### src/hw/rtl/fzc_pkg.sv
`timescale 1ns / 1ps
// ----------------------------------------------------------------------------
// fzc_pkg
// Shared types, constants and helpers for the fuzzy binary32 compare pipeline.
// ----------------------------------------------------------------------------
package fzc_pkg;

    // Stage advance strobes, shared by both adder pipelines.
    typedef struct packed {
        logic s2;
        logic s3;
        logic s4;
    } fzc_adv_t;

    localparam logic [7:0]  EXP_ALL_ONES = 8'hff;
    localparam logic [7:0]  TOL_EXP_DROP = 8'd19;
    localparam logic [31:0] ZERO_TOL     = 32'h367f_0381;  // 3.8e-6
    localparam logic [31:0] TINY_TOL     = 32'h0554_ad2e;  // 1e-35

    // IEEE x <= y for operands that are not NaN; +0 and -0 compare equal.
    function automatic logic f32_le(input logic [31:0] x, input logic [31:0] y);
        logic [31:0] kx;
        logic [31:0] ky;
        kx = x[31] ? ~x : {1'b1, x[30:0]};
        ky = y[31] ? ~y : {1'b1, y[30:0]};
        if ((x[30:0] == 31'd0) && (y[30:0] == 31'd0))
        begin
            return 1'b1;
        end
        return (kx <= ky);
    endfunction

endpackage

### src/hw/rtl/fzc_fadd.sv
`timescale 1ns / 1ps
// ----------------------------------------------------------------------------
// fzc_fadd
// Three-stage binary32 adder, round to nearest even: align, add and count
// leading zeros, then normalize, round and pack. The second operand is finite.
// ----------------------------------------------------------------------------
module fzc_fadd (
    input  logic             clk,
    input  fzc_pkg::fzc_adv_t adv,
    input  logic [31:0]      a,
    input  logic [31:0]      t,
    output logic [31:0]      sum
);
    import fzc_pkg::*;

    // Stage A: order by magnitude and align the smaller operand.
    logic        mag_ge;
    logic [31:0] big;
    logic [31:0] sml;
    logic [7:0]  eb;
    logic [7:0]  es;
    logic [7:0]  diff;
    logic [4:0]  dsat;
    logic [49:0] wide;

    logic [26:0] a_big_reg;
    logic [26:0] a_sml_reg;
    logic [7:0]  a_exp_reg;
    logic        a_sign_reg;
    logic        a_sub_reg;
    logic        a_inf_reg;
    logic [31:0] a_val_reg;

    always_comb
    begin
        mag_ge = (a[30:0] >= t[30:0]);
        big    = mag_ge ? a : t;
        sml    = mag_ge ? t : a;
        eb     = (big[30:23] == 8'd0) ? 8'd1 : big[30:23];
        es     = (sml[30:23] == 8'd0) ? 8'd1 : sml[30:23];
        diff   = eb - es;
        dsat   = (diff > 8'd26) ? 5'd26 : diff[4:0];
        wide   = {(sml[30:23] != 8'd0), sml[22:0], 26'd0} >> dsat;
    end

    always_ff @(posedge clk)
    begin
        if (adv.s2)
        begin
            a_big_reg  <= {(big[30:23] != 8'd0), big[22:0], 3'b000};
            a_sml_reg  <= {wide[49:24], |wide[23:0]};
            a_exp_reg  <= eb;
            a_sign_reg <= big[31];
            a_sub_reg  <= a[31] ^ t[31];
            a_inf_reg  <= (a[30:23] == EXP_ALL_ONES);
            a_val_reg  <= a;
        end
    end

    // Stage B: add or subtract, then find the leading one.
    logic [27:0] r;
    logic [4:0]  lz;

    logic [27:0] b_r_reg;
    logic [4:0]  b_lz_reg;
    logic [7:0]  b_exp_reg;
    logic        b_sign_reg;
    logic        b_inf_reg;
    logic [31:0] b_val_reg;

    always_comb
    begin
        r = a_sub_reg ? ({1'b0, a_big_reg} - {1'b0, a_sml_reg})
                      : ({1'b0, a_big_reg} + {1'b0, a_sml_reg});
        lz = 5'd28;
        for (int i = 0; i < 28; i++)
        begin
            if (r[i])
            begin
                lz = 5'(27 - i);
            end
        end
    end

    always_ff @(posedge clk)
    begin
        if (adv.s3)
        begin
            b_r_reg    <= r;
            b_lz_reg   <= lz;
            b_exp_reg  <= a_exp_reg;
            b_sign_reg <= a_sign_reg;
            b_inf_reg  <= a_inf_reg;
            b_val_reg  <= a_val_reg;
        end
    end

    // Stage C: normalize, round and pack. The left shift stops at the
    // smallest normal exponent, which leaves a subnormal result.
    logic [4:0]  lz_m1;
    logic [7:0]  eb_m1;
    logic [4:0]  sh;
    logic [26:0] n;
    logic [23:0] m24;
    logic        g;
    logic        s;
    logic [8:0]  e9;
    logic        inc;
    logic [30:0] packed31;
    logic [31:0] res;
    logic [31:0] c_res_reg;

    always_comb
    begin
        lz_m1 = b_lz_reg - 5'd1;
        eb_m1 = b_exp_reg - 8'd1;
        sh    = ({3'd0, lz_m1} <= eb_m1) ? lz_m1 : eb_m1[4:0];
        n     = b_r_reg[26:0] << sh;
        if (b_r_reg[27])
        begin
            m24 = b_r_reg[27:4];
            g   = b_r_reg[3];
            s   = |b_r_reg[2:0];
            e9  = {1'b0, b_exp_reg} + 9'd1;
        end
        else
        begin
            m24 = n[26:3];
            g   = n[2];
            s   = |n[1:0];
            e9  = n[26] ? ({1'b0, b_exp_reg} - {4'd0, sh}) : 9'd0;
        end
        inc      = g & (s | m24[0]);
        packed31 = {e9[7:0], m24[22:0]} + {30'd0, inc};
        if (b_inf_reg)
        begin
            res = b_val_reg;
        end
        else if (e9 >= 9'd255)
        begin
            res = {b_sign_reg, EXP_ALL_ONES, 23'd0};
        end
        else
        begin
            res = {b_sign_reg, packed31};
        end
    end

    always_ff @(posedge clk)
    begin
        if (adv.s4)
        begin
            c_res_reg <= res;
        end
    end

    assign sum = c_res_reg;

endmodule

### src/hw/rtl/fuzzy_float32_compare_core.sv
`timescale 1ns / 1ps
// ----------------------------------------------------------------------------
// fuzzy_float32_compare_core
// Relative-tolerance "nearly equal" test on two binary32 bit patterns.
// ----------------------------------------------------------------------------
// An input beat carries first_value and second_value; an output beat carries
// near_equal, set when the operands are exactly equal or lie within a
// tolerance scaled to the larger operand (a fixed one when either is zero or
// the larger has a biased exponent below 19). A NaN operand always gives 0.
// The datapath is five register stages: tolerance selection, then two
// three-stage binary32 adders working side by side (operand plus and minus
// tolerance), then the final compares into the output register.
// One beat enters every cycle while the receiver takes results.
// When out_ready is low the stages fill up one by one and in_ready falls
// only once every stage holds a beat; nothing is dropped or repeated.
// Reset clears all valid bits; the data registers are not reset.
// ----------------------------------------------------------------------------
module fuzzy_float32_compare_core (
    input  logic        clk,
    input  logic        rst_n,
    input  logic        in_valid,
    output logic        in_ready,
    input  logic [31:0] first_value,
    input  logic [31:0] second_value,
    output logic        out_valid,
    input  logic        out_ready,
    output logic        near_equal
);
    import fzc_pkg::*;

    logic v1_reg, v2_reg, v3_reg, v4_reg, out_valid_reg;
    logic rdy1, rdy2, rdy3, rdy4, rdy5;
    fzc_adv_t adv;

    assign rdy5 = !out_valid_reg || out_ready;
    assign rdy4 = !v4_reg || rdy5;
    assign rdy3 = !v3_reg || rdy4;
    assign rdy2 = !v2_reg || rdy3;
    assign rdy1 = !v1_reg || rdy2;
    assign adv  = '{s2: rdy2, s3: rdy3, s4: rdy4};

    // Stage 1: classify and pick the tolerance.
    logic        nan_in;
    logic        eq_in;
    logic [31:0] bigger;
    logic [31:0] tol;

    always_comb
    begin
        nan_in = ((first_value[30:23] == EXP_ALL_ONES) && (first_value[22:0] != 23'd0))
              || ((second_value[30:23] == EXP_ALL_ONES) && (second_value[22:0] != 23'd0));
        eq_in  = !nan_in && ((first_value == second_value)
              || ((first_value[30:0] == 31'd0) && (second_value[30:0] == 31'd0)));
        bigger = f32_le(first_value, second_value) ? second_value : first_value;
        if ((first_value[30:0] == 31'd0) || (second_value[30:0] == 31'd0))
        begin
            tol = ZERO_TOL;
        end
        else if (bigger[30:23] < TOL_EXP_DROP)
        begin
            tol = TINY_TOL;
        end
        else
        begin
            tol = {1'b0, bigger[30:23] - TOL_EXP_DROP, 23'd0};
        end
    end

    logic [31:0] a1_reg, b1_reg, tol1_reg;
    logic        eq1_reg, nan1_reg;
    logic [31:0] b2_reg, b3_reg, b4_reg;
    logic        eq2_reg, eq3_reg, eq4_reg;
    logic        nan2_reg, nan3_reg, nan4_reg;
    logic        near_reg;
    logic        near_next;
    logic [31:0] hi;
    logic [31:0] lo;

    always_ff @(posedge clk or negedge rst_n)
    begin
        if (!rst_n)
        begin
            v1_reg        <= 1'b0;
            v2_reg        <= 1'b0;
            v3_reg        <= 1'b0;
            v4_reg        <= 1'b0;
            out_valid_reg <= 1'b0;
        end
        else
        begin
            if (rdy1) v1_reg <= in_valid;
            if (rdy2) v2_reg <= v1_reg;
            if (rdy3) v3_reg <= v2_reg;
            if (rdy4) v4_reg <= v3_reg;
            if (rdy5) out_valid_reg <= v4_reg;
        end
    end

    always_ff @(posedge clk)
    begin
        if (rdy1)
        begin
            a1_reg   <= first_value;
            b1_reg   <= second_value;
            tol1_reg <= tol;
            eq1_reg  <= eq_in;
            nan1_reg <= nan_in;
        end
        if (rdy2)
        begin
            b2_reg   <= b1_reg;
            eq2_reg  <= eq1_reg;
            nan2_reg <= nan1_reg;
        end
        if (rdy3)
        begin
            b3_reg   <= b2_reg;
            eq3_reg  <= eq2_reg;
            nan3_reg <= nan2_reg;
        end
        if (rdy4)
        begin
            b4_reg   <= b3_reg;
            eq4_reg  <= eq3_reg;
            nan4_reg <= nan3_reg;
        end
        if (rdy5)
        begin
            near_reg <= near_next;
        end
    end

    fzc_fadd u_hi_add (
        .clk (clk),
        .adv (adv),
        .a   (a1_reg),
        .t   (tol1_reg),
        .sum (hi)
    );

    fzc_fadd u_lo_add (
        .clk (clk),
        .adv (adv),
        .a   (a1_reg),
        .t   ({~tol1_reg[31], tol1_reg[30:0]}),
        .sum (lo)
    );

    // A sum is NaN only when an operand is NaN, so the NaN flag alone covers that case.
    assign near_next = !nan4_reg && (eq4_reg || (f32_le(b4_reg, hi) && f32_le(lo, b4_reg)));

    assign in_ready   = rdy1;
    assign out_valid  = out_valid_reg;
    assign near_equal = near_reg;

endmodule

### config.mk
export PLATFORM = sky130hd
export DESIGN_NAME = fuzzy_float32_compare_core
export DESIGN_NICKNAME = d
export VERILOG_FILES = /design/src/hw/rtl/fzc_pkg.sv /design/src/hw/rtl/fzc_fadd.sv /design/src/hw/rtl/fuzzy_float32_compare_core.sv
export SDC_FILE = /design/constraint.sdc
export NUM_CORES = 1
export LEC_CHECK = 0
export BUFFER_PORTS_ARGS = -buffer_cell sky130_fd_sc_hd__buf_4
export CAP_MARGIN = 20
export CORE_MARGIN = 4
export CORE_UTILIZATION = 50
export CTS_CLUSTER_DIAMETER = 40
export DETAILED_ROUTE_END_ITERATION = 10
export PLACE_DENSITY = 0.66
export RECOVER_POWER = 50
export SLEW_MARGIN = 20
export SYNTH_ARGS = -nofsm -noshare
export SYNTH_HDL_FRONTEND = slang
export SYNTH_HIERARCHICAL = 1
export SYNTH_SLANG_ARGS = --single-unit
### constraint.sdc
create_clock -name clk -period 36 [get_ports clk]
set_input_delay 5.4 -clock clk [delete_from_list [all_inputs] [get_ports clk]]
set_output_delay 5.4 -clock clk [all_outputs]
set_load 0.01 [all_outputs]
==> reports/qor.txt <==
status -> finished with violations
failing checks -> max-capacitance violations, max-slew violations
Setup Viol. Count Final -> 0
via count -> 36710
flops & latches, synth -> 587
layout cells sized above 1 -> 8.112%
core area -> 87020 um^2
First-pass DRT Iterations -> 7
Max FO, Critical Path -> 79
Pwr per Cell Area -> 103.1 nW/um^2
Layout Skew -> 0.03812 ns
Post-synth EDFFs -> 582
CTS tree -> built
Sum Neg Setup Slack -> 0 ns
Synth cell types -> 123
largest net degree at the start of global routing -> 93
Area Growth Syn to Fin -> 9.382%
register area share after synthesis -> 39.96%
final core utilization -> 55.37%
Synth Instances -> 4486
drt drc -> 0
clock latency on the worst-skew pair -> 0.64 ns
Final Hold Fails -> 0
register share of total power -> 23.8%
crit end category -> primary output
unrepaired setup endpoints after global routing -> false
synthesized area -> 44050 um^2
Primary FF master, synth -> edfxtp_1
internal power -> 2.574 mW
fin area -> 48180 um^2
deepest clock path buffer count -> 3
GPL Wtd Cong -> 0.9912
Post-synth ARST share -> 0.8518%
min cycle time layout -> 12.46 ns
# hold bufs at CTS -> 0
number of global-route vias before repair -> 34290
Detail Route Antenna Nets -> 0
CP required -> 30.60 ns
critical path data arrival time -> 7.06 ns
worst vdd ir -> 55.08 uV
clock power share -> 15.9%
Ports -> 71
Post-DP HPWL -> 103300 um
filler instances -> 7853
Worst-Margin Slew -> 4.046 ns
switching power -> 2.394 mW
Via density -> 6.379
antenna violations before repair -> 20
Mapped Avg Cell Area -> 9.819 um^2
post-CTS sizing -> 0
# clock sinks -> 587
Worst-path clk slew -> 0.06 ns
worst slack at placement -> 23.09 ns
Overall Global Routing Usage -> 29.05%
TritonCTS Buffers -> 80
f_max -> 80.24 MHz
Post-CTS Setup Bufs -> 0
CP peak stage delay -> 0.41 ns
Yosys warning count -> 6
initial core utilization -> 50.62%
DIE HEIGHT -> 304.8 um
leak pwr -> 18.38 nW
row count -> 108
Overflow after GRT -> 0
CP max-delay cell -> nor2b_1
Slew Viols, Final -> 552
root buf cell -> clkbuf_16
H-tree levels -> 3
Slew Limit Headroom -> -169.8%
combinational power share -> 60.2%
startpoint types -> input port
CP Class -> in -> out
most frequent cells in the layout -> edfxtp_1 (582), nand2_1 (332), ha_1 (301), a21oi_1 (295), nor2_1 (288)
worst-path cell chain -> clkbuf_4, nor2b_1, nand4_1, inv_1, nand2_8, buf_4
die footprint -> 92910 um^2
WL/cell -> 24.18 um
sw frac -> 48.19%
DR iter-0 viols -> 4409
Final WS setup -> 23.54 ns
Placed Area -> 45830 um^2
Layout Nets -> 4894
drt total wl -> 139200 um
Worst Hold Class -> reg -> reg
most common cell after layout, fill and taps aside -> edfxtp_1
first-pass GRT wire length -> 209600 um
IO Port Bufs -> 70
fin crit share -> 34.62%
Die X -> 304.8 um
Max-Cap Viols -> 13
==> per-layer routing <==
layer	up-vias	GRT usage (%)	share of wire, %
li1	17040	-	-
met1	17630	43.36	45
met2	1749	42.30	42
met3	287	5.638	9.7
met4	8	9.759	3.2
met5	-	0	0.022
==> critical path: cells and delay by family <==
kind | cells | cell delay, ns
AND/OR/NAND/NOR | 3 | 0.94
buffers and inverters | 3 | 0.62
==> power by group through the flow <==
stage	sequential (mW)	combinational [mW]	clock, mW
final	1.18	2.99	0.791
after global routing	1.20	3.26	0.839
after CTS	1.18	2.94	0.804
after detailed placement	1.19	2.92	0
after global placement	1.19	2.90	0
after floorplan	1.13	2.20	0
==> synth_stat cells, types with 13 or more instances <==
master / count / area [um^2]
a211o_1: 13 / 113.9
a211oi_1: 71 / 533.0
a21boi_0: 14 / 105.1
a21o_1: 62 / 465.5
a21oi_1: 295 / 1476
a221o_1: 13 / 130.1
a221oi_1: 30 / 262.8
a22o_1: 63 / 551.8
a22oi_1: 35 / 262.8
a311oi_1: 26 / 227.7
a31oi_1: 31 / 193.9
and2_1: 23 / 143.9
and3_1: 18 / 112.6
buf_1: 28 / 105.1
buf_2: 32 / 160.2
clkbuf_1: 156 / 585.6
edfxtp_1: 582 / 17480
ha_1: 301 / 3766
inv_1: 268 / 1006
mux2_2: 83 / 934.7
mux2i_1: 129 / 1291
mux4_2: 18 / 405.4
nand2_1: 333 / 1250
nand2b_1: 34 / 212.7
nand3_1: 102 / 510.5
nand4_1: 65 / 406.6
nor2_1: 291 / 1092
nor2b_1: 50 / 312.8
nor3_1: 156 / 780.8
nor3b_1: 13 / 97.59
nor4_1: 80 / 500.5
o211ai_1: 54 / 405.4
o21a_1: 37 / 277.8
o21ai_0: 202 / 1011
o21ai_1: 15 / 75.07
o21bai_1: 20 / 150.1
o22ai_1: 33 / 206.5
o31a_1: 14 / 122.6
o31ai_1: 34 / 255.2
or2_2: 20 / 125.1
or3_1: 23 / 143.9
xnor2_1: 189 / 1655
xor2_1: 142 / 1244
==> cell type report <==
class / count / area [um^2] / area share, %
Clock buffer: 87 / 2028 / 4.210
Sequential cell: 587 / 17600 / 36.53
Antenna cell: 14 / 35.03 / 0.07271
Tap cell: 1155 / 1445 / 2.999
Multi-Input combinational cell: 3414 / 24510 / 50.87
Inverter: 279 / 1050 / 2.179
Timing Repair Buffer: 157 / 795.8 / 1.652
Clock inverter: 62 / 715.7 / 1.485
==> final timing paths <==
kind	startpoint	endpoint	slack, ns	cells past startpoint
max	out_ready	in_ready	23.54	6
max reg2reg	a1_reg[20]	u_lo_add/a_sml_reg[0]	23.93	25
min	b3_reg[18]	b4_reg[18]	0.40	0
min reg2reg	b3_reg[18]	b4_reg[18]	0.40	0
min in group asynchronous	rst_n	v4_reg	4.66	1
max in group asynchronous	rst_n	v3_reg	31.05	1
==> kinds of logic after synthesis <==
family,Yosys count,share of synthesized area (%)
AND/OR/NAND/NOR,1291,14.69
XOR/XNOR,331,6.581
flip-flops,587,39.96
other,2,0.01705
multiplexers,237,6.204
AO/OA/AOI/OAI,1216,18.95
adder cells (fa/ha/maj),307,8.823
buffers and inverters,515,4.769
==> stage by stage <==
step,cells,hold WS (ns),total power [mW]
6_report,5755,0.4023,4.968
5_1_grt,5752,0.4104,5.303
4_1_cts,5741,0.4022,4.919
3_5_place_dp,5592,0.4045,4.110
3_3_place_gp,5592,0.4004,4.084
2_1_floorplan,4516,0.4003,3.326
No activity file was read; power rests on OpenSTA's default activity.
